## config.mk

```make
export PLATFORM = sky130hd
export DESIGN_NAME = vgd_diff_flat
export DESIGN_NICKNAME = d
export VERILOG_FILES = /design/src/rtl/volume_gradient_difference_top_assert.svh /design/src/rtl/vgd_pkg.sv /design/src/rtl/vgd_channels_if.sv /design/src/rtl/vgd_diff.sv /design/src/flat_wrapper.sv
export SDC_FILE = /design/constraint.sdc
export NUM_CORES = 1
export LEC_CHECK = 0
export BUFFER_PORTS_ARGS = -buffer_cell sky130_fd_sc_hd__buf_2
export CAP_MARGIN = 15
export CORE_MARGIN = 3
export CORE_UTILIZATION = 49
export CTS_CLUSTER_DIAMETER = 120
export DETAILED_ROUTE_END_ITERATION = 8
export GPL_TIMING_DRIVEN = 0
export HOLD_SLACK_MARGIN = 0.08
export PLACE_DENSITY = 0.75
export SYNTH_ARGS = -nofsm -noshare
export SYNTH_HDL_FRONTEND = slang
export SYNTH_SLANG_ARGS = --single-unit
export TNS_END_PERCENT = 10
```

## constraint.sdc

```tcl
create_clock -name i_clk -period 3.81 [get_ports i_clk]
set_input_delay 0.5715 -clock i_clk [delete_from_list [all_inputs] [get_ports i_clk]]
set_output_delay 0.5715 -clock i_clk [all_outputs]
set_load 0.01 [all_outputs]
```

## src/rtl/volume_gradient_difference_top_assert.svh

```systemverilog
// Assertion macros used by the volume gradient difference control.
`ifndef VOLUME_GRADIENT_DIFFERENCE_TOP_ASSERT_SVH
`define VOLUME_GRADIENT_DIFFERENCE_TOP_ASSERT_SVH

// The condition must hold on the same clock edge as the antecedent.
`define VGD_ASSERT_IMPLY(label, ante, cons) \
    label: assert property (@(posedge i_clk) disable iff (!i_rst_n) (ante) |-> (cons)) \
        else $error("%m: same-cycle check failed");

// The condition must hold on the clock edge after the antecedent.
`define VGD_ASSERT_NEXT(label, ante, cons) \
    label: assert property (@(posedge i_clk) disable iff (!i_rst_n) (ante) |=> (cons)) \
        else $error("%m: next-cycle check failed");

`endif

```

## src/rtl/vgd_pkg.sv

```systemverilog
// Shared types and constants of the volume gradient difference block.
`timescale 1ns / 1ps

package vgd_pkg;

    // Fixed field widths of the ports.
    localparam int INDEX_BITS = 21;
    localparam int CFG_DATA_W = 8;
    localparam int CFG_IDX_W  = 2;

    // Configuration register indexes.
    typedef enum logic [CFG_IDX_W-1:0] {
        REG_AXIS   = 2'd0,
        REG_SIZE_X = 2'd1,
        REG_SIZE_Y = 2'd2,
        REG_SIZE_Z = 2'd3
    } t_reg;

    // Axis codes.
    localparam logic [1:0] AXIS_ROW   = 2'd0;
    localparam logic [1:0] AXIS_COL   = 2'd1;
    localparam logic [1:0] AXIS_PLANE = 2'd2;

    // Input opcodes.
    localparam logic OP_PUSH  = 1'b0;
    localparam logic OP_FLUSH = 1'b1;

    // Register reset values.
    localparam logic [1:0]            AXIS_RESET = AXIS_ROW;
    localparam logic [CFG_DATA_W-1:0] SIZE_RESET = 8'd128;

    // Cycles for the derived sizes to settle after a configuration write.
    localparam logic [1:0] SETTLE_CYCLES = 2'd3;

    // How the difference of one item is formed.
    typedef enum logic [1:0] {
        K_PUSH_FIRST,   // new sample minus the sample one stride back
        K_PUSH_LATER,   // new sample minus the sample two strides back
        K_FLUSH,        // stored voxel minus the voxel one stride before it
        K_ERROR         // invalid geometry: zero with the error flag
    } t_kind;

    // Request passed from the control to the difference stage.
    typedef struct packed {
        logic                  have;
        t_kind                 kind;
        logic [INDEX_BITS-1:0] index;
        logic                  last;
    } t_req;

endpackage

```

## src/rtl/vgd_channels_if.sv

```systemverilog


interface vgd_out_if
    import vgd_pkg::*;
#(
    parameter int SAMPLE_BITS = 16
);
    logic                        valid;
    logic                        ready;
    logic signed [SAMPLE_BITS:0] difference;
    logic [INDEX_BITS-1:0]       voxel_index;
    logic                        last;
    logic                        config_error;

    modport source (output valid, output difference, output voxel_index, output last,
                    output config_error, input ready);
    modport sink   (input valid, input difference, input voxel_index, input last,
                    input config_error, output ready);
endinterface

```

## src/rtl/vgd_diff.sv

```systemverilog
// Difference stage and output register of the gradient block.
`timescale 1ns / 1ps

module vgd_diff
    import vgd_pkg::*;
#(
    parameter int SAMPLE_BITS = 16
) (
    input  logic                   i_clk,
    input  logic                   i_rst_n,
    input  logic                   i_req_valid,
    input  t_req                   i_req,
    input  logic [SAMPLE_BITS-1:0] i_sample,
    input  logic [SAMPLE_BITS-1:0] i_rdata_a,
    input  logic [SAMPLE_BITS-1:0] i_rdata_b,
    output logic                   o_s1_free,
    vgd_out_if.source              o_out
);

    localparam int DW = SAMPLE_BITS + 1;

    logic                   r_s1_valid;
    t_req                   r_s1_req;
    logic [SAMPLE_BITS-1:0] r_s1_sample;

    logic                   r_out_valid;
    logic signed [DW-1:0]   r_out_diff;
    logic [INDEX_BITS-1:0]  r_out_index;
    logic                   r_out_last;
    logic                   r_out_err;

    logic                   w_advance;
    logic signed [DW-1:0]   w_new;
    logic signed [DW-1:0]   w_a;
    logic signed [DW-1:0]   w_b;
    logic signed [DW-1:0]   w_diff;

    // The request waits here for the window read or a full output.
    assign w_advance = r_s1_valid && (!r_out_valid || o_out.ready);
    assign o_s1_free = !r_s1_valid || w_advance;

    always_ff @(posedge i_clk) begin
        if (!i_rst_n) begin
            r_s1_valid <= 1'b0;
        end else if (o_s1_free) begin
            r_s1_valid <= i_req_valid;
        end
    end

    always_ff @(posedge i_clk) begin
        if (o_s1_free) begin
            r_s1_req    <= i_req;
            r_s1_sample <= i_sample;
        end
    end

    // Sign-extended operands and the difference chosen by the item kind.
    assign w_new = {r_s1_sample[SAMPLE_BITS-1], r_s1_sample};
    assign w_a   = {i_rdata_a[SAMPLE_BITS-1], i_rdata_a};
    assign w_b   = {i_rdata_b[SAMPLE_BITS-1], i_rdata_b};

    always_comb begin
        case (r_s1_req.kind)
            K_PUSH_FIRST: w_diff = w_new - w_a;
            K_PUSH_LATER: w_diff = w_new - w_b;
            K_FLUSH:      w_diff = w_a - w_b;
            default:      w_diff = '0;
        endcase
    end

    // Output register, refilled as soon as the held item is taken.
    always_ff @(posedge i_clk) begin
        if (!i_rst_n) begin
            r_out_valid <= 1'b0;
        end else if (w_advance) begin
            r_out_valid <= 1'b1;
        end else if (o_out.ready) begin
            r_out_valid <= 1'b0;
        end
    end

    always_ff @(posedge i_clk) begin
        if (w_advance) begin
            r_out_diff  <= w_diff;
            r_out_index <= r_s1_req.index;
            r_out_last  <= r_s1_req.last;
            r_out_err   <= (r_s1_req.kind == K_ERROR);
        end
    end

    assign o_out.valid        = r_out_valid;
    assign o_out.difference   = r_out_diff;
    assign o_out.voxel_index  = r_out_index;
    assign o_out.last         = r_out_last;
    assign o_out.config_error = r_out_err;

endmodule

```

## src/flat_wrapper.sv

```systemverilog
// flat-port wrapper written by rule: the top's interface ports become plain ports
module vgd_diff_flat import vgd_pkg::*;
#(
    parameter int SAMPLE_BITS = 16
)
  (i_clk, i_rst_n, i_req_valid, i_req, i_sample, i_rdata_a, i_rdata_b, o_s1_free, o_out_valid, o_out_difference, o_out_voxel_index, o_out_last, o_out_config_error, o_out_ready);
  vgd_out_if #(.SAMPLE_BITS(SAMPLE_BITS)) o_out_i ();
  input  logic i_clk;
  input  logic i_rst_n;
  input  logic i_req_valid;
  input  t_req i_req;
  input  logic [SAMPLE_BITS-1:0] i_sample;
  input  logic [SAMPLE_BITS-1:0] i_rdata_a;
  input  logic [SAMPLE_BITS-1:0] i_rdata_b;
  output logic o_s1_free;
  output wire logic [$bits(o_out_i.valid)-1:0] o_out_valid;
  output wire logic [$bits(o_out_i.difference)-1:0] o_out_difference;
  output wire logic [$bits(o_out_i.voxel_index)-1:0] o_out_voxel_index;
  output wire logic [$bits(o_out_i.last)-1:0] o_out_last;
  output wire logic [$bits(o_out_i.config_error)-1:0] o_out_config_error;
  input wire logic [$bits(o_out_i.ready)-1:0] o_out_ready;
  assign o_out_valid = o_out_i.valid;
  assign o_out_difference = o_out_i.difference;
  assign o_out_voxel_index = o_out_i.voxel_index;
  assign o_out_last = o_out_i.last;
  assign o_out_config_error = o_out_i.config_error;
  assign o_out_i.ready = o_out_ready;
  vgd_diff #(.SAMPLE_BITS(SAMPLE_BITS)) u_core (.i_clk(i_clk), .i_rst_n(i_rst_n), .i_req_valid(i_req_valid), .i_req(i_req), .i_sample(i_sample), .i_rdata_a(i_rdata_a), .i_rdata_b(i_rdata_b), .o_s1_free(o_s1_free), .o_out(o_out_i));
endmodule
```

Word level (Yosys, flattened, before mapping) --
Cells that the tools add are included. Widths: inputs -> output; s select.
Storage, ports and cells: register bits 82, bits of input ports 77, output and inout bits 42, word-level logic and storage cells 26
Cells by class: $add $sub $neg 3, eq/ne operators 3, mux-type cells 3, reduce and logical (&&, ||, !) cells 7
Operators by type and width (number):
- $pmux 17 s3 | 1
- $sub 16x16->17 | 3
- $eq 2x2->1 const B | 2
- $eq 2x1->1 const B | 1
- $logic_not 1->1 | 2
- $logic_not 2->1 | 1
- $logic_or 1x1->1 | 2
- $mux 1 | 2
- $reduce_bool 2->1 | 1
- $logic_and 1x1->1 | 1

Logic depth before layout (Yosys ltp) --
depth in word-level cells 4, mapped depth 12, gate-level depth less buffers 11

Least setup slack after synthesis --
OpenSTA, ideal clock, no wires.
path kind input to register, start input port o_out_ready, end register u_core.r_out_err (netlist: u_core.o_out.config_error), enable pin, library setup time 0.442 ns, arrival 2.442 ns, data required time 3.368 ns, slack 0.926 ns, stages on the path 2, buffers on the path 0, path through nor2b_1 nor2b_1
On the way: longest elaborated chain between the ends 2
Ends and longest elaborated chain:
- start: declaration | line flat_wrapper.sv:21 | input wire logic [$bits(o_out_i.ready)-1:0] o_out_ready;
- $logic_or 1x1->1 | line vgd_diff.sv:39 | assign w_advance = r_s1_valid && (!r_out_valid || o_out.ready);
- $logic_and 1x1->1 | line vgd_diff.sv:39
- named net u_core.w_advance | line vgd_diff.sv:32 | logic w_advance;
- end signal: assignment | line vgd_diff.sv:87 | r_out_err <= (r_s1_req.kind == K_ERROR);
- end: declaration | line vgd_diff.sv:30 | logic r_out_err;
The timed path passes the listed nets, and every way through them passes these cells. A chain may end at the register's enable or synchronous reset.

Final worst setup path --
start register u_core.r_s1_req[22] (netlist name), end register u_core.r_out_diff[11] (netlist: u_core.o_out.difference[11]), data pin
On the way: longest elaborated chain between the ends 2, elaborated cells on any way between the ends 4, those cells by class eq/ne (2); mux (1); reduce/logical (1)
Ends and longest elaborated chain:
- start: declaration | line vgd_diff.sv:23 | t_req r_s1_req;
- start signal: assignment | line vgd_diff.sv:52 | r_s1_req <= i_req;
- $eq 2x2->1 (tied with other cells) | line vgd_diff.sv:63 | case (r_s1_req.kind)
- $pmux 17 s3 (*) | line vgd_diff.sv:63
- named net u_core.w_diff[11] | line vgd_diff.sv:36 | logic signed [DW-1:0] w_diff;
- end signal: assignment | line vgd_diff.sv:84 | r_out_diff <= w_diff;
- end: declaration | line vgd_diff.sv:27 | logic signed [DW-1:0] r_out_diff;
The timed path passes the listed nets; every way through them passes the cells marked *.

==> results.cfg <==
[final_layout]
fill_cells = 699
fin_area_um2 = 5520
fin_nets = 621
layout-drive-gt1-share_pct = 32.1
final_common_cell = buf_2
stdcell_count = 619
syn_to_final_growth_pct = 20.9
antenna_cells = 0
final_cell_mix = 117 x buf_2, 80 x edfxtp_1, 37 x inv_1

[place]
io_buffers = 117
post_dp_cell_area_um2 = 5320
dpl.hpwl_um = 7690
placed_cells = 604
gp_congestion = 0.846

[worst_setup_path]
critPathArrivalTime_ps = 3420
cp_max_fo = 10
path_class = reg2reg
start_kind = flip-flop
cp.required_ps = 3900
end_kind = flip-flop

[timing]
finalCriticalPeriod_ps = 3330
slew_headroom_pct = 35.6
finalSetupViolCount = 0
worst_slew_pin_slew_ps = 963
max_freq_ghz = 0.300
rsz0062_at_grt = false
final_max_slew_viol_count = 0
fin_setup_tns_ps = 0
finClkSkew_ps = 15.6
fin_crit_sh_pct = 87.4
finalHoldViolCount = 0

[yosys]
yosysSeqAreaShare_pct = 53.5
async_flop_share_pct = 0
syn_nets = 493
ys_warn_count = 0
synth_edf_count = 80
synth.distinct_cells = 56
ys.flop_type = edfxtp_1
synthCells = 378
synth_seq_cells = 82
synth.avg_cell_area_um2 = 12.1
mappedNetlistArea_um2 = 4560

[global_route]
grt_usage_pct = 19.0
grt_pass1_vias = 3270
grt_max_degree = 42
grt_first_pass_wirelength_um = 15300
globalRoute.totalOverflow = 0
antenna_found_initial = 0

[floorplanning]
die_h_um = 103
core-area_um2 = 8890
initial_core_util_pct = 51.3
fp-row-count = 34
die_area_um2 = 10500
fp.dieW_um = 103
ios = 119

[detailed_routing]
wl_per_cell_um = 16.0
drc = 0
drtIter0Drc = 245
via_count = 3350
viasPerCell = 5.41
ant_nets = 0
drt-total-wl_um = 9910
drt_first_pass_iters = 4

[power]
clkPwrFrac_pct = 28.4
cellPowerDensity_nw_per_um2 = 401
p_seq_share_pct = 48.5
p_sw_mw = 0.668
leakage_nw = 2.45
ir_drop_uv = 191
p_int_mw = 1.54
p_comb_share_pct = 23.2
p_sw_share_pct = 30.2

[clock_tree]
postCtsSetupRepairBufs = 0
clock_latency_ps = 360
htree_levels = 3
cts_buffers = 9
cts_resized = 0
numClockSinks = 82
clockBufferDepth = 2
cts_tree = done
clk_pin_slew_ps = 100
holdBufCountCts = 0
clk_root_buffer_cell = clkbuf_8

[worst_hold_path]
hp-class = in2reg

[outcome]
status = finished, final reports clean

[flow_run]
cap_violations = 0
final cells by class:
cell class	count	area (um^2)	share of cell area [%]
Buffer	8	51.3	0.930
Timing Repair Buffer	118	613	11.1
Inverter	37	139	2.52
Multi-Input combinational cell	250	1940	35.1
Tap cell	108	135	2.45
Sequential cell	82	2440	44.3
Clock buffer	9	124	2.25
Clock inverter	7	73.8	1.34
routing by layer:
layer	up-vias	wire length, um	global-route usage [%]
met5	-	0	0
met4	0	154	7.16
met3	17	663	3.52
met2	141	4810	31.0
met1	1523	4270	25.3
li1	1669	-	-
state kept, by name, indices dropped and copies added (netlist names):
register and flops:
u_core.o_out.last 1, u_core.o_out.config_error 1, u_core.o_out.valid 1, u_core.r_s1_req 24, u_core.o_out.difference 17, u_core.r_s1_sample 16, u_core.o_out.voxel_index 21, u_core.r_s1_valid 1
path summary, 6_finish.rpt:
path                                          start                           end  slack (ps)  depth (start not counted)
worst max-delay path            u_core.r_s1_req[22]   u_core.o_out.difference[11]         480                         10
worst min-delay path                       i_req[8]            u_core.r_s1_req[8]         380                          1
worst max register to register  u_core.r_s1_req[22]   u_core.o_out.difference[11]         480                         10
worst min register to register  u_core.r_s1_req[20]  u_core.o_out.voxel_index[19]         410                          0
worst max-delay path, cell delays in order (launching register included):
cell,delay [ps]
edfxtp_1,420
inv_1,120
ha_1,530
mux2_2,410
ha_1,410
a21oi_1,120
a21boi_0,250
o21ai_0,230
o21ai_0,270
xnor2_1,150
o32ai_1,130
logic make-up after synthesis:
family,after synthesis,share of synthesized area (%)
simple gates,81,9.05
mux,19,4.58
xor+xnor,20,3.84
fa+ha+maj,38,10.7
flops,82,53.5
compound gates,92,14.0
buf+inv,46,4.25
cells in the mapped netlist (all sizes together), types with 3 or more instances:
cell    instances  area share (%)
ha             36             9.9
o211ai          5            0.82
a31oi           3            0.55
nand4           4            0.55
mux2           15             3.7
nor2b           5            0.69
nand2          17             1.4
clkbuf          7            0.80
o21ai           7            0.85
nand2b         13             1.8
nand3           4            0.44
nor2           19             1.6
xor2            6             1.2
nor3            8            0.99
mux2i           4            0.88
a22oi           5            0.82
o22ai           5            0.69
and3            4            0.58
xnor2          14             2.7
a21oi          29             3.2
o21a            4            0.66
a21o           12             2.0
a21boi          3            0.49
inv            37             3.0
edfxtp         80              53
power by group through the flow:
stage | Clock, mW | Sequential (mW) | Combinational, mW
after floorplan | 0 | 1.11 | 0.335
after global placement | 0 | 1.09 | 0.484
after detailed placement | 0 | 1.09 | 0.503
after CTS | 0.641 | 1.07 | 0.507
after global routing | 0.680 | 1.08 | 0.566
final | 0.627 | 1.07 | 0.512
per-stage QoR:
step | total power, mW | utilization (%) | setup WS, ps | hold slack, ps
6_report | 2.21 | 62.0 | 482 | 377
5_1_grt | 2.32 | 62.0 | 152 | 360
4_1_cts | 2.22 | 62.1 | 326 | 368
3_5_place_dp | 1.60 | 59.9 | 359 | 405
3_3_place_gp | 1.58 | 59.4 | 116 | 401
2_1_floorplan | 1.44 | - | 926 | 400
No activity file was read; power rests on OpenSTA's default activity.
