===== config.mk =====
export PLATFORM = sky130hd
export DESIGN_NAME = vgd_ctrl_flat
export DESIGN_NICKNAME = d
export VERILOG_FILES = /design/src/rtl/vgd_pkg.sv /design/src/rtl/vgd_channels_if.sv /design/src/rtl/vgd_ctrl.sv /design/src/flat_wrapper.sv
export VERILOG_INCLUDE_DIRS = /design/src /design/src/rtl
export SDC_FILE = /design/constraint.sdc
export NUM_CORES = 1
export LEC_CHECK = 0
export BUFFER_PORTS_ARGS = -buffer_cell sky130_fd_sc_hd__buf_2
export CORE_UTILIZATION = 64
export CTS_BUF_LIST = sky130_fd_sc_hd__clkbuf_4
export CTS_CLUSTER_SIZE = 8
export DETAILED_ROUTE_END_ITERATION = 8
export GPL_TIMING_DRIVEN = 0
export PLACE_DENSITY = 0.84
export SYNTH_ARGS = -nofsm -noshare
export SYNTH_HDL_FRONTEND = slang
export SYNTH_SLANG_ARGS = --single-unit

===== constraint.sdc =====
create_clock -name i_clk -period 5.4 [get_ports i_clk]
set_input_delay 0.54 -clock i_clk [delete_from_list [all_inputs] [get_ports i_clk]]
set_output_delay 0.54 -clock i_clk [all_outputs]
set_load 0.02 [all_outputs]

===== src/rtl/volume_gradient_difference_top_assert.svh =====
// Assertion macros used by the volume gradient difference control.
`ifndef VOLUME_GRADIENT_DIFFERENCE_TOP_ASSERT_SVH
`define VOLUME_GRADIENT_DIFFERENCE_TOP_ASSERT_SVH

// The condition must hold on the same clock edge as the antecedent.
`define VGD_ASSERT_IMPLY(label, ante, cons) \
    label: assert property (@(posedge i_clk) disable iff (!i_rst_n) (ante) |-> (cons)) \
        else $error("%m: same-cycle check failed");

// The condition must hold on the clock edge after the antecedent.
`define VGD_ASSERT_NEXT(label, ante, cons) \
    label: assert property (@(posedge i_clk) disable iff (!i_rst_n) (ante) |=> (cons)) \
        else $error("%m: next-cycle check failed");

`endif


===== src/rtl/vgd_pkg.sv =====
// Shared types and constants of the volume gradient difference block.
`timescale 1ns / 1ps

package vgd_pkg;

    // Fixed field widths of the ports.
    localparam int INDEX_BITS = 21;
    localparam int CFG_DATA_W = 8;
    localparam int CFG_IDX_W  = 2;

    // Configuration register indexes.
    typedef enum logic [CFG_IDX_W-1:0] {
        REG_AXIS   = 2'd0,
        REG_SIZE_X = 2'd1,
        REG_SIZE_Y = 2'd2,
        REG_SIZE_Z = 2'd3
    } t_reg;

    // Axis codes.
    localparam logic [1:0] AXIS_ROW   = 2'd0;
    localparam logic [1:0] AXIS_COL   = 2'd1;
    localparam logic [1:0] AXIS_PLANE = 2'd2;

    // Input opcodes.
    localparam logic OP_PUSH  = 1'b0;
    localparam logic OP_FLUSH = 1'b1;

    // Register reset values.
    localparam logic [1:0]            AXIS_RESET = AXIS_ROW;
    localparam logic [CFG_DATA_W-1:0] SIZE_RESET = 8'd128;

    // Cycles for the derived sizes to settle after a configuration write.
    localparam logic [1:0] SETTLE_CYCLES = 2'd3;

    // How the difference of one item is formed.
    typedef enum logic [1:0] {
        K_PUSH_FIRST,   // new sample minus the sample one stride back
        K_PUSH_LATER,   // new sample minus the sample two strides back
        K_FLUSH,        // stored voxel minus the voxel one stride before it
        K_ERROR         // invalid geometry: zero with the error flag
    } t_kind;

    // Request passed from the control to the difference stage.
    typedef struct packed {
        logic                  have;
        t_kind                 kind;
        logic [INDEX_BITS-1:0] index;
        logic                  last;
    } t_req;

endpackage


===== src/rtl/vgd_channels_if.sv =====
// Valid/ready channel interfaces for input and result items.
`timescale 1ns / 1ps

interface vgd_in_if #(
    parameter int SAMPLE_BITS = 16
);
    logic                          valid;
    logic                          ready;
    logic                          opcode;
    logic signed [SAMPLE_BITS-1:0] sample;

    modport source (output valid, output opcode, output sample, input ready);
    modport sink   (input valid, input opcode, input sample, output ready);
endinterface



===== src/rtl/vgd_ctrl.sv =====
// Configuration, volume counters and window addressing of the gradient block.
`timescale 1ns / 1ps
`include "volume_gradient_difference_top_assert.svh"

module vgd_ctrl
    import vgd_pkg::*;
#(
    parameter int MAX_SIDE    = 128,
    parameter int SAMPLE_BITS = 16,
    localparam int DEPTH      = 2 * MAX_SIDE * MAX_SIDE,
    localparam int ADDR_W     = $clog2(DEPTH)
) (
    input  logic                   i_clk,
    input  logic                   i_rst_n,
    input  logic                   i_cfg_we,
    input  logic [CFG_IDX_W-1:0]   i_cfg_idx,
    input  logic [CFG_DATA_W-1:0]  i_cfg_data,
    vgd_in_if.sink                 i_in,
    input  logic                   i_s1_free,
    output logic                   o_ram_we,
    output logic                   o_ram_re,
    output logic [ADDR_W-1:0]      o_ram_waddr,
    output logic [ADDR_W-1:0]      o_ram_raddr_a,
    output logic [ADDR_W-1:0]      o_ram_raddr_b,
    output logic [SAMPLE_BITS-1:0] o_sample,
    output logic                   o_req_valid,
    output t_req                   o_req
);

    localparam int SIDE_W = $clog2(MAX_SIDE + 1);
    localparam int ST_W   = 2 * SIDE_W;
    localparam int SP_W   = ST_W + 1;
    localparam int N_W    = 3 * SIDE_W;
    localparam int CW     = (SIDE_W > CFG_DATA_W) ? SIDE_W : CFG_DATA_W;

    // Saturate a raw size register into 1 .. MAX_SIDE.
    function automatic logic [SIDE_W-1:0] clamp_side(input logic [CFG_DATA_W-1:0] v);
        logic [CW-1:0] w;
        w = CW'(v);
        if (w == '0) begin
            clamp_side = SIDE_W'(1);
        end else if (w > CW'(MAX_SIDE)) begin
            clamp_side = SIDE_W'(MAX_SIDE);
        end else begin
            clamp_side = SIDE_W'(w);
        end
    endfunction

    logic [1:0]            r_axis;
    logic [CFG_DATA_W-1:0] r_size_x;
    logic [CFG_DATA_W-1:0] r_size_y;
    logic [CFG_DATA_W-1:0] r_size_z;
    logic [1:0]            r_settle;

    logic [1:0]            r_axis_d;
    logic [SIDE_W-1:0]     r_sy_c;
    logic [SIDE_W-1:0]     r_sz_c;
    logic [ST_W-1:0]       r_sxy;
    logic [ST_W-1:0]       r_stride;
    logic [N_W-1:0]        r_n;
    logic                  r_err;

    logic [N_W-1:0]        r_recv;
    logic [ST_W-1:0]       r_flushed;
    logic [ADDR_W-1:0]     r_wptr;
    logic [N_W-1:0]        n_recv;
    logic [ST_W-1:0]       n_flushed;
    logic [ADDR_W-1:0]     n_wptr;

    logic [SIDE_W-1:0]     w_sx;
    logic [SIDE_W-1:0]     w_sy;
    logic [SIDE_W-1:0]     w_sz;
    logic [SP_W-1:0]       w_span;
    logic                  w_ready;
    logic                  w_acc;
    logic                  w_push_ok;
    logic                  w_have;
    logic                  w_first;
    logic                  w_flush_ok;
    logic [ST_W-1:0]       w_f_inc;
    logic                  w_last;
    logic [SP_W-1:0]       w_wp_ext;
    logic [SP_W-1:0]       w_st_ext;
    logic [SP_W-1:0]       w_wp_inc;
    logic [ADDR_W-1:0]     w_wptr_next;
    logic [SP_W-1:0]       w_back;
    logic [INDEX_BITS-1:0] w_push_idx;
    logic [INDEX_BITS-1:0] w_flush_idx;
    t_req                  w_req;
    logic                  w_we;
    logic                  w_re;

    // Configuration registers, settle counter and volume counters.
    always_ff @(posedge i_clk) begin
        if (!i_rst_n) begin
            r_axis    <= AXIS_RESET;
            r_size_x  <= SIZE_RESET;
            r_size_y  <= SIZE_RESET;
            r_size_z  <= SIZE_RESET;
            r_settle  <= SETTLE_CYCLES;
            r_recv    <= '0;
            r_flushed <= '0;
            r_wptr    <= '0;
        end else begin
            if (i_cfg_we) begin
                case (i_cfg_idx)
                    REG_AXIS:   r_axis   <= i_cfg_data[1:0];
                    REG_SIZE_X: r_size_x <= i_cfg_data;
                    REG_SIZE_Y: r_size_y <= i_cfg_data;
                    REG_SIZE_Z: r_size_z <= i_cfg_data;
                    default: ;
                endcase
                r_settle <= SETTLE_CYCLES;
            end else if (r_settle != '0) begin
                r_settle <= r_settle - 2'd1;
            end
            r_recv    <= n_recv;
            r_flushed <= n_flushed;
            r_wptr    <= n_wptr;
        end
    end

    // Derived geometry, at most one multiplication per register stage.
    assign w_sx   = clamp_side(r_size_x);
    assign w_sy   = clamp_side(r_size_y);
    assign w_sz   = clamp_side(r_size_z);
    assign w_span = {r_stride, 1'b0};

    always_ff @(posedge i_clk) begin
        r_axis_d <= r_axis;
        r_sy_c   <= w_sy;
        r_sz_c   <= w_sz;
        r_sxy    <= ST_W'(w_sx) * ST_W'(w_sy);
        r_n      <= N_W'(r_sxy) * N_W'(r_sz_c);
        case (r_axis_d)
            AXIS_COL:   r_stride <= ST_W'(r_sy_c);
            AXIS_PLANE: r_stride <= r_sxy;
            default:    r_stride <= ST_W'(1);
        endcase
        r_err    <= N_W'(w_span) > r_n;
    end

    // Handshake: hold off while the derived sizes settle or the next stage is full.
    assign w_ready    = i_s1_free && (r_settle == '0);
    assign i_in.ready = w_ready;
    assign w_acc      = i_in.valid && w_ready;

    // Position tests on the flat index.
    assign w_push_ok  = r_recv < r_n;
    assign w_have     = r_recv >= N_W'(r_stride);
    assign w_first    = r_recv < N_W'(w_span);
    assign w_flush_ok = (r_recv >= r_n) && (r_flushed < r_stride);
    assign w_f_inc    = r_flushed + ST_W'(1);
    assign w_last     = w_f_inc >= r_stride;

    // Ring pointer arithmetic modulo twice the stride.
    assign w_wp_ext    = SP_W'(r_wptr);
    assign w_st_ext    = SP_W'(r_stride);
    assign w_wp_inc    = w_wp_ext + SP_W'(1);
    assign w_wptr_next = (w_wp_inc == w_span) ? '0 : ADDR_W'(w_wp_inc);
    assign w_back      = (w_wp_ext >= w_st_ext) ? (w_wp_ext - w_st_ext)
                                                : (w_wp_ext + w_st_ext);

    assign w_push_idx  = INDEX_BITS'(r_recv - N_W'(r_stride));
    assign w_flush_idx = INDEX_BITS'(r_n - N_W'(r_stride) + N_W'(r_flushed));

    // Per-item decision and next counter values.
    always_comb begin
        n_recv      = r_recv;
        n_flushed   = r_flushed;
        n_wptr      = r_wptr;
        w_we        = 1'b0;
        w_re        = 1'b0;
        w_req.have  = 1'b0;
        w_req.kind  = K_ERROR;
        w_req.index = '0;
        w_req.last  = 1'b0;
        if (w_acc) begin
            if (r_err) begin
                w_req.have = 1'b1;
            end else if (i_in.opcode == OP_PUSH) begin
                if (w_push_ok) begin
                    w_we        = 1'b1;
                    w_re        = 1'b1;
                    w_req.have  = w_have;
                    w_req.kind  = w_first ? K_PUSH_FIRST : K_PUSH_LATER;
                    w_req.index = w_push_idx;
                    n_recv      = r_recv + N_W'(1);
                    n_wptr      = w_wptr_next;
                end
            end else begin
                if (w_flush_ok) begin
                    w_re        = 1'b1;
                    w_req.have  = 1'b1;
                    w_req.kind  = K_FLUSH;
                    w_req.index = w_flush_idx;
                    w_req.last  = w_last;
                    if (w_last) begin
                        n_recv    = '0;
                        n_flushed = '0;
                        n_wptr    = '0;
                    end else begin
                        n_flushed = w_f_inc;
                        n_wptr    = w_wptr_next;
                    end
                end
            end
        end
        // Any register write starts a new volume.
        if (i_cfg_we) begin
            n_recv    = '0;
            n_flushed = '0;
            n_wptr    = '0;
        end
    end

    assign o_ram_we      = w_we;
    assign o_ram_re      = w_re;
    assign o_ram_waddr   = r_wptr;
    assign o_ram_raddr_a = ADDR_W'(w_back);
    assign o_ram_raddr_b = r_wptr;
    assign o_sample      = i_in.sample;
    assign o_req_valid   = w_acc && w_req.have;
    assign o_req         = w_req;

    // Invariants of the counters and the ring pointer.
    `VGD_ASSERT_IMPLY(a_wptr_in_span, (r_settle == '0) && !r_err, w_wp_ext < w_span)
    `VGD_ASSERT_IMPLY(a_recv_bound, r_settle == '0, r_recv <= r_n)
    `VGD_ASSERT_IMPLY(a_flush_bound, (r_settle == '0) && !r_err, r_flushed < r_stride)
    `VGD_ASSERT_NEXT(a_cfg_restarts, i_cfg_we, (r_recv == '0) && (r_flushed == '0) && !w_ready)

endmodule


===== src/flat_wrapper.sv =====
// flat-port wrapper written by rule: the top's interface ports become plain ports
module vgd_ctrl_flat import vgd_pkg::*;
#(
    parameter int MAX_SIDE    = 128,
    parameter int SAMPLE_BITS = 16,
    localparam int DEPTH      = 2 * MAX_SIDE * MAX_SIDE,
    localparam int ADDR_W     = $clog2(DEPTH)
)
  (i_clk, i_rst_n, i_cfg_we, i_cfg_idx, i_cfg_data, i_s1_free, o_ram_we, o_ram_re, o_ram_waddr, o_ram_raddr_a, o_ram_raddr_b, o_sample, o_req_valid, o_req, i_in_valid, i_in_opcode, i_in_sample, i_in_ready);
  vgd_in_if #(.SAMPLE_BITS(SAMPLE_BITS)) i_in_i ();
  input  logic i_clk;
  input  logic i_rst_n;
  input  logic i_cfg_we;
  input  logic [CFG_IDX_W-1:0] i_cfg_idx;
  input  logic [CFG_DATA_W-1:0] i_cfg_data;
  input  logic i_s1_free;
  output logic o_ram_we;
  output logic o_ram_re;
  output logic [ADDR_W-1:0] o_ram_waddr;
  output logic [ADDR_W-1:0] o_ram_raddr_a;
  output logic [ADDR_W-1:0] o_ram_raddr_b;
  output logic [SAMPLE_BITS-1:0] o_sample;
  output logic o_req_valid;
  output t_req o_req;
  input wire logic [$bits(i_in_i.valid)-1:0] i_in_valid;
  input wire logic [$bits(i_in_i.opcode)-1:0] i_in_opcode;
  input wire logic [$bits(i_in_i.sample)-1:0] i_in_sample;
  output wire logic [$bits(i_in_i.ready)-1:0] i_in_ready;
  assign i_in_i.valid = i_in_valid;
  assign i_in_i.opcode = i_in_opcode;
  assign i_in_i.sample = i_in_sample;
  assign i_in_ready = i_in_i.ready;
  vgd_ctrl #(.MAX_SIDE(MAX_SIDE), .SAMPLE_BITS(SAMPLE_BITS)) u_core (.i_clk(i_clk), .i_rst_n(i_rst_n), .i_cfg_we(i_cfg_we), .i_cfg_idx(i_cfg_idx), .i_cfg_data(i_cfg_data), .i_in(i_in_i), .i_s1_free(i_s1_free), .o_ram_we(o_ram_we), .o_ram_re(o_ram_re), .o_ram_waddr(o_ram_waddr), .o_ram_raddr_a(o_ram_raddr_a), .o_ram_raddr_b(o_ram_raddr_b), .o_sample(o_sample), .o_req_valid(o_req_valid), .o_req(o_req));
endmodule

### Yosys cells after proc, flatten, opt, wreduce, memory -nomap -nowiden

Index checks and enable logic that the tools add are counted.

* register bits: 158
* logic and storage cells: 101
* output and inout bits: 90
* bits of input ports: 32

* multiply operators: 2
* equal/unequal tests: 8
* muxes and demuxes: 33
* order comparisons: 11
* reductions and logical operators: 20
* add/sub/neg operators: 9
* bitwise logic cells: 2

Operator list (count)
* $mux W24: 7
* $mux W15: 6
* $mux W25: 2
* $sub A21 B16 Y21: 2
* $mux W8: 5
* $pmux W16 S2: 1
* $add A24 B1 Y24 const B: 1
* $ge A24 B16 Y1: 1
* $ge A24 B24 Y1: 1
* $gt A17 B24 Y1: 1
* $gt A8 B8 Y1 const B: 3
* $logic_not A8 Y1: 3
* $lt A24 B17 Y1: 1
* $lt A24 B24 Y1: 1
* $mul A16 B8 Y24: 1
* $add A21 B16 Y21: 1
* $eq A16 B17 Y1: 1
* $add A15 B1 Y16 const B: 1
* $add A16 B1 Y16 const B: 1
* $ge A15 B16 Y1: 1
* $ge A16 B16 Y1: 1
* $lt A16 B16 Y1: 1
* $mul A8 B8 Y16: 1
* $mux W16: 1
* other kinds (15): 40

### Depth between registers and ports, before layout

Gate-level depths: netlist of run 1.

* depth in word-level cells: 7
* depth in mapped cells: 22
* depth with buffers taken out: 21

### Worst setup path after synthesis of run 1

OpenSTA, ideal clock, no wires.

* path type: flip-flop to output port
* start: reg u_core.r_stride[9]
* end: out o_ram_raddr_a[14]
* path buffers: 1
* setup slack: 0.323 ns
* stages on the path, launching flop included: 22
* required time: 4.860 ns
* arrival time: 4.537 ns
* cells stage by stage: dfxtp_1 inv_1 ha_1 a21o_1 a21o_1 a21o_1 a2111oi_0 o211ai_1 a31oi_1 or2_2 clkbuf_1 a21oi_1 fa_1 nand2_1 nand2_1 a21oi_1 o21bai_1 a31o_2 a41oi_1 a21oi_1 a31oi_1 xor2_1

* word-level cells in the longest chain between the ends: 2
* elaborated cells between the ends (all ways): 4
* those cells by class: add/sub: 2; order compare: 1; mux: 1

Ends and longest elaborated chain
* from (decl): line vgd_ctrl.sv:59 `logic [ST_W-1:0] r_stride;`
* from (signal assigned): line vgd_ctrl.sv:136 `AXIS_COL: r_stride <= ST_W'(r_sy_c);`
* from (signal assigned): line vgd_ctrl.sv:137 `AXIS_PLANE: r_stride <= r_sxy;`
* $add A15 B15 Y15 (tied with other cells): line vgd_ctrl.sv:162 `: (w_wp_ext + w_st_ext);`
* $mux W15 *: line vgd_ctrl.sv:161 `assign w_back = (w_wp_ext >= w_st_ext) ? (w_wp_ext - w_st_ext)`
* to (decl): line flat_wrapper.sv:20 `output logic [ADDR_W-1:0] o_ram_raddr_a;`

Every way passes the cells marked *; elsewhere a longest branch is shown, timed or not.

### Worst setup path in the final report of run 1

Ends and elaborated chain as after synthesis.

==> flow_metrics.env, run 1 <==
export IMPL_final_fill_count=2068
export IMPL_antenna_found_initial=1
export IMPL_setup_worst_path_end_class="primary output"
export IMPL_power_frac_seq_pct=47.9
export IMPL_syn2layout_area_growth_pct=11.2
export IMPL_synth_top_area_share_pct=17.8
export IMPL_clock_latency_ps=630
export IMPL_fin_crit_sh_pct=103
export IMPL_ys_flop_type="dfxtp_1"
export IMPL_worstMarginPinSlew_ps=842
export IMPL_swShare_pct=34.0
export IMPL_placed_area_sq_um=18800
export IMPL_switching_power_uw=851
export IMPL_ant_nets=0
export IMPL_synth_edf_count=0
export IMPL_synth_area_leaders="dfxtp_1, ha_1, fa_1"
export IMPL_critical_path_max_fanout=5
export IMPL_yosysTopAreaCell="dfxtp_1"
export IMPL_maxUsedRoutingLayer="met4"
export IMPL_synthCells=2137
export IMPL_peakVddDrop_mv=0.177
export IMPL_cts_root_buf="clkbuf_4"
export IMPL_via_count=16100
export IMPL_die_h_um=169
export IMPL_cts_buffers=17
export IMPL_final_max_slew_viol_count=0
export IMPL_grt_max_degree=18
export IMPL_setup_violations=5
export IMPL_io_buffers=105
export IMPL_final_core_util_pct=73.1
export IMPL_worst_hold_slack_ps=168
export IMPL_fin_ws_ps=-180
export IMPL_hold_viol_final=0
export IMPL_holdBufCountCts=0
export IMPL_min_path_type="input port to flop"
export IMPL_drt_pre_antenna_iters=6
export IMPL_wl_per_cell_um=18.4
export IMPL_grt_pass1_wl_um=77300
export IMPL_fmax_mhz=179
export IMPL_setup_worst_path_class="flop to primary output"
export IMPL_vias_per_cell=6.00
export IMPL_drc=0
export IMPL_path_clk_slew_ps=190
export IMPL_drtIter0Drc=1492
export IMPL_nets=2710
export IMPL_synth_async_reset_ratio_pct=0
export IMPL_clockBufferDepth=2
export IMPL_cts_sinks=158
export IMPL_relSlewSlack_pct=43.7
export IMPL_grt_usage_pct=34.4
export IMPL_yosysWarnings=0
export IMPL_overflow=0
export IMPL_met2_length_um=24200
export IMPL_netlist_area_sq_um=17800
export IMPL_combPwrFrac_pct=20.3
export IMPL_synth_nets=2547
export IMPL_multi_input_area_sq_um=13400
export IMPL_seq_area_sq_um=3190
export IMPL_place_hpwl_um=37900
export IMPL_synth_seq_cells=158
export IMPL_r2r_cells=17
export IMPL_drive_gt1_share_pct=14.7
export IMPL_worst_ep_arrival_time_ps=5040
export IMPL_ys_types=84
export IMPL_rows=60
export IMPL_die_area_sq_um=28500
export IMPL_rsz0062_at_grt="true"
export IMPL_cts_tree="built"
export IMPL_status="complete, but fails checks"
export IMPL_p_int_uw=1650
export IMPL_cap_violations=0
export IMPL_skew_ps=37.7
export IMPL_wirelength_um=49300
export IMPL_dieWidth_um=169
export IMPL_violations="setup timing"
export IMPL_h_tree_depth=4
export IMPL_grt_pass1_vias=15400
export IMPL_core_sq_um=27100
export IMPL_p_per_area_nw_per_um2=127
export IMPL_design_area_sq_um=19800
export IMPL_globalplace_congestion=0.975
export IMPL_startpoint_type="flop"
export IMPL_ios=122
export IMPL_syn_area_per_cell_sq_um=8.33
export IMPL_wl_met3_um=3400
export IMPL_required_ps=4860
export IMPL_initial_core_util_pct=65.7
export IMPL_finalCriticalPeriod_ps=5580
export IMPL_clockPowerShare_pct=31.8
export IMPL_hold_depth=3
export IMPL_tns_ps=-382
export IMPL_leakage_uw=0.00947
export IMPL_ys_seq_area_share_pct=17.8
export IMPL_wl_met1_um=19400
export IMPL_finalPower_uw=2510
Yosys cell counts, types with 6 or more instances:
| master | number |
|---|---|
| mux2i_1 | 15 |
| o21a_1 | 7 |
| nor3_1 | 45 |
| or2_2 | 12 |
| o21ai_0 | 61 |
| clkbuf_1 | 36 |
| nor4_1 | 11 |
| nor2_1 | 155 |
| nand2_1 | 193 |
| a22oi_1 | 10 |
| and2_1 | 85 |
| or3_1 | 11 |
| o21bai_1 | 10 |
| buf_4 | 32 |
| fa_1 | 138 |
| xnor2_1 | 95 |
| o31ai_1 | 11 |
| dfxtp_1 | 158 |
| o22ai_1 | 20 |
| nand4_1 | 24 |
| o211ai_1 | 13 |
| o31a_1 | 6 |
| a21boi_0 | 19 |
| a21oi_1 | 122 |
| a21o_1 | 39 |
| nor2b_1 | 33 |
| ha_1 | 240 |
| inv_1 | 281 |
| nand2b_1 | 19 |
| nand3_1 | 54 |
| a31oi_1 | 19 |
| buf_2 | 8 |
| and3_1 | 21 |
| xor2_1 | 33 |
| a211oi_1 | 11 |
final timing paths:
check                                        start            endpoint  slack, ps
worst min-delay path                 i_cfg_data[5]  u_core.r_size_z[5]        170
worst min register to register    u_core.r_axis[0]  u_core.r_axis_d[0]        370
worst max register to register    u_core.r_sz_c[7]      u_core.r_n[23]        220
worst max-delay path            u_core.r_stride[9]   o_ram_raddr_a[14]       -180
sequential cells by signal, indices dropped and copies added, names as in the netlist, 15 cells and up:
signal	count
u_core.r_n	24
u_core.r_stride	16
u_core.r_flushed	16
u_core.r_recv	24
u_core.r_sxy	16
u_core.o_ram_raddr_b	15
per-stage QoR:
step	setup WS, ps	instances
2_1_floorplan	323	2137
3_3_place_gp	-745	2614
3_5_place_dp	-805	2614
4_1_cts	-33.3	2669
5_1_grt	-335	2686
6_report	-180	2686
power groups by stage:
| stage | registers [uW] | logic [uW] | clock network [uW] |
|---|---|---|---|
| 2_1_floorplan | 1220 | 328 | 0 |
| 6_report | 1200 | 510 | 796 |
| 3_5_place_dp | 1230 | 444 | 0 |
| 5_1_grt | 1200 | 551 | 849 |
| 3_3_place_gp | 1230 | 434 | 0 |
| 4_1_cts | 1200 | 463 | 801 |
per-layer routing:
layer | GRT usage (%) | vias to the layer above
li1 | - | 7505
met4 | 17.5 | 0
met3 | 5.56 | 173
met2 | 59.1 | 734
met1 | 41.7 | 7699
met5 | 0 | -
layout by cell type (no fill, tap or decap), drive strengths merged, types with 39 or more instances in the layout:
cell type    n
inv        283
a21oi      122
nand2      196
nand3       56
xnor2       95
nor2       156
buf        197
o21ai       65
nor3        48
a21o        39
clkbuf      49
dfxtp      158
and2        86
fa         138
ha         240
logic make-up after synthesis:
group,count (synthesis),share of synthesized area [%]
buf+inv,366,8.58
xor+xnor,128,6.29
compound gates,391,14.3
fa+ha+maj,378,32.4
flops,158,17.8
simple gates,698,19.7
mux,18,1.03
worst max-delay path, stage by stage, from the launching register on:
cell        delay (ps)
dfxtp_4            410
clkinvlp_4         130
ha_4               230
a21o_1             170
a21o_1             160
a21o_1             200
a2111oi_2          330
o211ai_1           180
a31oi_1            250
or2_4              190
buf_8              130
buf_6              100
a21oi_1             60
a31oi_1            280
ha_1               310
inv_1              110
o21bai_4            80
a31o_4             230
a41oi_4            230
a21oi_2            100
a31oi_1            210
xor2_1             170
buf_4              160
cell type report:
class                           instances  share of cell area (%)
Clock inverter                         14                   0.834
Sequential cell                       158                    16.1
Multi-Input combinational cell       1613                    67.7
Antenna cell                            1                  0.0126
Clock buffer                           18                   0.682
Inverter                              282                    5.50
Buffer                                 82                    2.51
Tap cell                              372                    2.35
Timing Repair Buffer                  146                    4.33
timing repair:
item,in CTS,in global routing
resized for setup,50,67
pin swaps,22,30
setup endpoints to repair,15,16
buffers inserted,24,18
No activity file was read; power rests on OpenSTA's default activity.
==> run 2, diff against run 1 <==
- clock period: 5.4 -> 5.9 ns (I/O delays scaled with it)
==> run 2 against run 1 <==
The flow now finishes without violations. Cell count fell by 1.2%. Via count fell by 2.3%. Utilization fell by 2.0 points. Hold slack improved by 67 ps. Combinational power fell by 17%.
==> flow_metrics.env, run 2 (same netlist as run 1, synthesis figures left out) <==
export IMPL_worst_hold_slack_ps=236
export IMPL_combPwrFrac_pct=18.8
export IMPL_ios=122
export IMPL_rr_endpoint="u_core.r_n[23]"
export IMPL_rr_startpoint="u_core.r_sz_c[7]"
export IMPL_final_core_util_pct=71.0
export IMPL_min_path_type="input port to flop"
export IMPL_dieWidth_um=169
export IMPL_skew_ps=36.8
export IMPL_grt_max_degree=18
export IMPL_grt_pass1_vias=15200
export IMPL_antenna_found_initial=1
export IMPL_setup_worst_path_end_class="primary output"
export IMPL_rows=60
export IMPL_multi_input_area_sq_um=13200
export IMPL_critical_path_max_fanout=10
export IMPL_fmax_mhz=177
export IMPL_via_count=15700
export IMPL_cts_tree="built"
export IMPL_final_fill_count=2163
export IMPL_hold_depth=3
export IMPL_placed_area_sq_um=18800
export IMPL_hold_path_endpoint="u_core.r_size_z[7]"
export IMPL_swShare_pct=33.7
export IMPL_die_area_sq_um=28500
export IMPL_relSlewSlack_pct=42.3
export IMPL_grt_usage_pct=33.7
export IMPL_nets=2676
export IMPL_leakage_uw=0.00920
export IMPL_required_ps=5310
export IMPL_fin_ws_ps=250
export IMPL_vias_per_cell=5.93
export IMPL_peakVddDrop_mv=0.161
export IMPL_clockBufferDepth=2
export IMPL_cts_sinks=158
export IMPL_setup_worst_path_class="flop to primary output"
export IMPL_design_area_sq_um=19300
export IMPL_ant_nets=0
export IMPL_wl_per_cell_um=17.9
export IMPL_worst_ep_arrival_time_ps=5060
export IMPL_place_hpwl_um=37900
export IMPL_syn2layout_area_growth_pct=8.10
export IMPL_placed_cells=2614
export IMPL_top_regs="u_core.r_n x24, u_core.r_recv x24"
export IMPL_drive_gt1_share_pct=11.5
export IMPL_p_per_area_nw_per_um2=117
export IMPL_die_h_um=169
export IMPL_cts_root_buf="clkbuf_4"
export IMPL_seq_area_sq_um=3180
export IMPL_r2r_slack_ps=360
export IMPL_globalplace_congestion=0.975
export IMPL_setup_violations=0
export IMPL_clock_latency_ps=620
export IMPL_startpoint_type="flop"
export IMPL_layout_cells_non_filler=2653
export IMPL_core_sq_um=27100
export IMPL_cap_violations=0
export IMPL_finalCriticalPeriod_ps=5650
export IMPL_worstMarginPinSlew_ps=863
export IMPL_hold_viol_final=0
export IMPL_clockPowerShare_pct=32.3
export IMPL_io_buffers=105
export IMPL_final_common_cell="inv_1"
export IMPL_final_max_slew_viol_count=0
export IMPL_final_cell_mix="inv_1, ha_1, nand2_1"
export IMPL_drc=0
export IMPL_grt_pass1_wl_um=75900
export IMPL_drtIter0Drc=1311
export IMPL_overflow=0
export IMPL_drt_pre_antenna_iters=6
export IMPL_switching_power_uw=756
export IMPL_path_clk_slew_ps=180
export IMPL_place_ws_ps=-355
export IMPL_fin_crit_sh_pct=95.8
export IMPL_r2r_cells=17
export IMPL_h_tree_depth=4
export IMPL_wirelength_um=47600
export IMPL_p_int_uw=1490
export IMPL_initial_core_util_pct=65.7
export IMPL_hp_start="i_cfg_data[7]"
export IMPL_status="complete, no violations"
export IMPL_cts_buffers=17
export IMPL_power_frac_seq_pct=48.9
[run 2: worst max-delay path by stage]
stage,startpoint,endpoint,slack (ps),depth (start not counted)
6_report,u_core.r_stride[9],o_ram_raddr_a[14],250,23
5_1_grt,u_core.r_stride[9],o_ram_raddr_a[14],-20,23
4_1_cts,u_core.r_stride[9],o_ram_raddr_a[13],30,23
3_5_place_dp,u_core.r_stride[9],o_ram_raddr_a[13],-360,23
3_3_place_gp,u_core.r_stride[9],o_ram_raddr_a[13],-290,23
2_1_floorplan,u_core.r_stride[9],o_ram_raddr_a[14],770,21
[run 2: final cells by class]
cell class	count	area share (%)
repair buffers	110	2.95
well taps	372	2.42
clock inverters	14	0.858
inverters	282	5.60
flip-flops and latches	158	16.5
multi-input cells	1613	68.4
diodes	2	0.0260
plain buffers	84	2.49
clock buffers	18	0.702
[run 2: power groups by stage]
| stage | logic, uW | clock network, uW | registers [uW] |
|---|---|---|---|
| 2_1_floorplan | 300 | 0 | 1110 |
| 3_3_place_gp | 397 | 0 | 1120 |
| 3_5_place_dp | 406 | 0 | 1120 |
| 4_1_cts | 412 | 733 | 1100 |
| 5_1_grt | 460 | 774 | 1100 |
| 6_report | 422 | 724 | 1100 |
[run 2: timing repair]
action,4_1_cts,5_1_grt
setup endpoints to repair,10,6
gates resized for setup,26,17
hold buffers,0,0
gates cloned,0,0
setup buffers,5,0
pin swaps,2,7
[run 2: layer usage]
| metal | up-vias | wire [um] | global-route usage (%) |
|---|---|---|---|
| met4 | 0 | 2110 | 16.6 |
| li1 | 7422 | - | - |
| met1 | 7513 | 19100 | 41.2 |
| met2 | 658 | 23400 | 58.2 |
| met3 | 152 | 2940 | 4.79 |
| met5 | - | 0 | 0 |
[run 2: metrics by stage]
stage,setup TNS (ps),total power (uW)
after global placement,-427,1520
final,0,2250
after detailed placement,-562,1530
after CTS,0,2240
after global routing,-19.1,2330
after floorplan,0,1420
[run 2: critical path, cell delays in order, from the launching register on]
cell        delay (ps)
dfxtp_4            410
clkinvlp_4         100
ha_1               290
a21o_1             180
a21o_1             180
a21o_1             210
a2111oi_4          310
o211ai_1           170
a31oi_1            190
or2_2              150
clkbuf_4           200
a21oi_1             90
a31oi_1            180
ha_1               300
nand2_1             80
nand2_1             70
a21oi_2            170
o21bai_1           110
a31o_2             280
a41oi_2            170
a21oi_2            110
a31oi_1            180
xor2_1             170
buf_4              160
==> run 3, diff against run 2 <==
- CTS_CLUSTER_DIAMETER: not set -> 30
- clock period: 5.9 -> 5.2 ns (I/O delays scaled with it)
==> run 3 against run 2 <==
The flow now finishes with violations (setup timing). Largest power group unchanged. Final area rose by 2.9%. Critical path depth fell by 3. Global-route usage rose by 0.81 points. Wire length rose by 3.1%. Power rose by 16%. Critical path type unchanged. Die area did not move. Hold slack got worse by 91 ps. Setup slack got worse by 630 ps. Register-to-register slack got worse by 140 ps.
==> flow_metrics.env, run 3 (same netlist as run 1, synthesis figures left out) <==
export IMPL_fmax_mhz=179
export IMPL_drc=0
export IMPL_combPwrFrac_pct=20.2
export IMPL_grt_pass1_wl_um=77600
export IMPL_status="complete, but fails checks"
export IMPL_h_tree_depth=4
export IMPL_cts_tree="built"
export IMPL_min_path_type="input port to flop"
export IMPL_initial_core_util_pct=65.7
export IMPL_required_ps=4680
export IMPL_nets=2708
export IMPL_via_count=15900
export IMPL_rsz0062_at_grt="true"
export IMPL_final_max_slew_viol_count=0
export IMPL_layout_cells_non_filler=2684
export IMPL_io_buffers=105
export IMPL_fin_crit_sh_pct=107
export IMPL_final_fill_count=2073
export IMPL_globalplace_congestion=0.975
export IMPL_final_cell_mix="inv_1, ha_1, nand2_1"
export IMPL_wl_per_cell_um=18.3
export IMPL_p_per_area_nw_per_um2=131
export IMPL_drtIter0Drc=1321
export IMPL_clockBufferDepth=2
export IMPL_overflow=0
export IMPL_setup_violations=8
export IMPL_leakage_uw=0.00948
export IMPL_placed_cells=2614
export IMPL_clock_latency_ps=640
export IMPL_ant_nets=0
export IMPL_hold_viol_final=0
export IMPL_core_sq_um=27100
export IMPL_power_frac_seq_pct=48.0
export IMPL_swShare_pct=33.8
export IMPL_skew_ps=38.5
export IMPL_vias_per_cell=5.93
export IMPL_die_area_sq_um=28500
export IMPL_critical_path_max_fanout=9
export IMPL_top_regs="u_core.r_n x24, u_core.r_recv x24"
export IMPL_ios=122
export IMPL_rows=60
export IMPL_syn2layout_area_growth_pct=11.2
export IMPL_place_ws_ps=-985
export IMPL_final_core_util_pct=73.1
export IMPL_die_h_um=169
export IMPL_cts_root_buf="clkbuf_4"
export IMPL_worstMarginPinSlew_ps=864
export IMPL_switching_power_uw=877
export IMPL_grt_pass1_vias=15500
export IMPL_setup_worst_path_end_class="primary output"
export IMPL_final_common_cell="inv_1"
export IMPL_cts_sinks=158
export IMPL_startpoint_type="flop"
export IMPL_relSlewSlack_pct=42.2
export IMPL_drt_pre_antenna_iters=6
export IMPL_peakVddDrop_mv=0.179
export IMPL_p_int_uw=1720
export IMPL_antenna_found_initial=1
export IMPL_wirelength_um=49000
export IMPL_finalCriticalPeriod_ps=5580
export IMPL_setup_worst_path_class="flop to primary output"
export IMPL_violations="setup timing"
export IMPL_grt_usage_pct=34.5
export IMPL_worst_ep_arrival_time_ps=5060
export IMPL_cts_buffers=17
export IMPL_drive_gt1_share_pct=15.3
export IMPL_fin_ws_ps=-377
export IMPL_place_hpwl_um=37900
export IMPL_clockPowerShare_pct=31.8
export IMPL_cap_violations=0
export IMPL_grt_max_degree=18
export IMPL_path_clk_slew_ps=190
export IMPL_dieWidth_um=169
==> run 3: changes by cell type in the layout (fill, tap and decap cells not counted), moves of 5 or more <==
cell      before  now
buf_2        111  106
a21oi_1      119  113
nand2_2        3    9
buf_4         39   79
dfxtp_2       10   19
nand2_1      193  187
dfxtp_1      146  133
clkbuf_1      32   23
==> run 3: per-stage QoR <==
stage	power, uW	hold slack (ps)	instance area (sq um)	TNS (ps)
6_report	2590	145	19800	-1700
5_1_grt	2700	115	19800	-2740
4_1_cts	2570	120	19500	-531
3_5_place_dp	1730	350	18800	-5470
3_3_place_gp	1720	347	18800	-4900
2_1_floorplan	1610	330	17800	0
==> run 3: layer usage <==
| layer | vias to the layer above | global-route usage (%) | routed length [um] |
|---|---|---|---|
| met1 | 7609 | 41.7 | 19300 |
| met5 | - | 0 | 0 |
| met3 | 174 | 5.56 | 3200 |
| li1 | 7483 | - | - |
| met4 | 0 | 17.8 | 2500 |
| met2 | 656 | 59.3 | 24100 |
==> run 3: timing repair <==
item / in CTS / in global routing
buffers inserted: 56 / 12
pin swaps: 31 / 26
gates resized for setup: 68 / 74
hold buffers: 0 / 0
endpoints found under the setup margin: 20 / 27
endpoints found under the hold margin: 0 / 0
==> run 3: worst max-delay path, cell delays in order, from the launching register on <==
cell and delay [ps]:
dfxtp_1 690, inv_1 390, ha_1 400, nand3_1 60, o211ai_1 240, a31oi_1 150, or2_4 270, clkbuf_8 160
nor2_4 100, a21oi_4 40, fa_1 400, nand2_1 90, nand2_2 80, a21oi_4 190, o21bai_4 80, a31o_4 260
a41oi_4 220, a21oi_2 100, a31oi_1 210, xor2_1 170, buf_4 160
==> run 3: path summary, 6_finish.rpt <==
check / depth (start not counted) / endpoint / slack [ps] / start
min: 3 / u_core.r_size_z[5] / 140 / i_cfg_data[5]
max: 20 / o_ram_raddr_a[14] / -380 / u_core.r_stride[4]
min reg2reg: 0 / u_core.r_axis_d[0] / 370 / u_core.r_axis[0]
max reg2reg: 17 / u_core.r_n[23] / 220 / u_core.r_sz_c[3]
==> run 3: layout make-up <==
type	instances	area [sq um]	share of cell area (%)
Clock buffer	18	135	0.682
Antenna cell	1	2.50	0.0126
Inverter	282	1090	5.49
Clock inverter	14	165	0.834
Buffer	82	507	2.56
Sequential cell	158	3210	16.2
Multi-Input combinational cell	1613	13400	67.6
Timing Repair Buffer	144	845	4.26
Tap cell	372	465	2.35
==> run 3: power groups by stage <==
stage,combinational (uW),sequential [uW],clock (uW)
finish,523,1250,824
global route,566,1250,881
CTS,494,1250,832
detailed placement,461,1270,0
global placement,450,1270,0
floorplan,341,1260,0
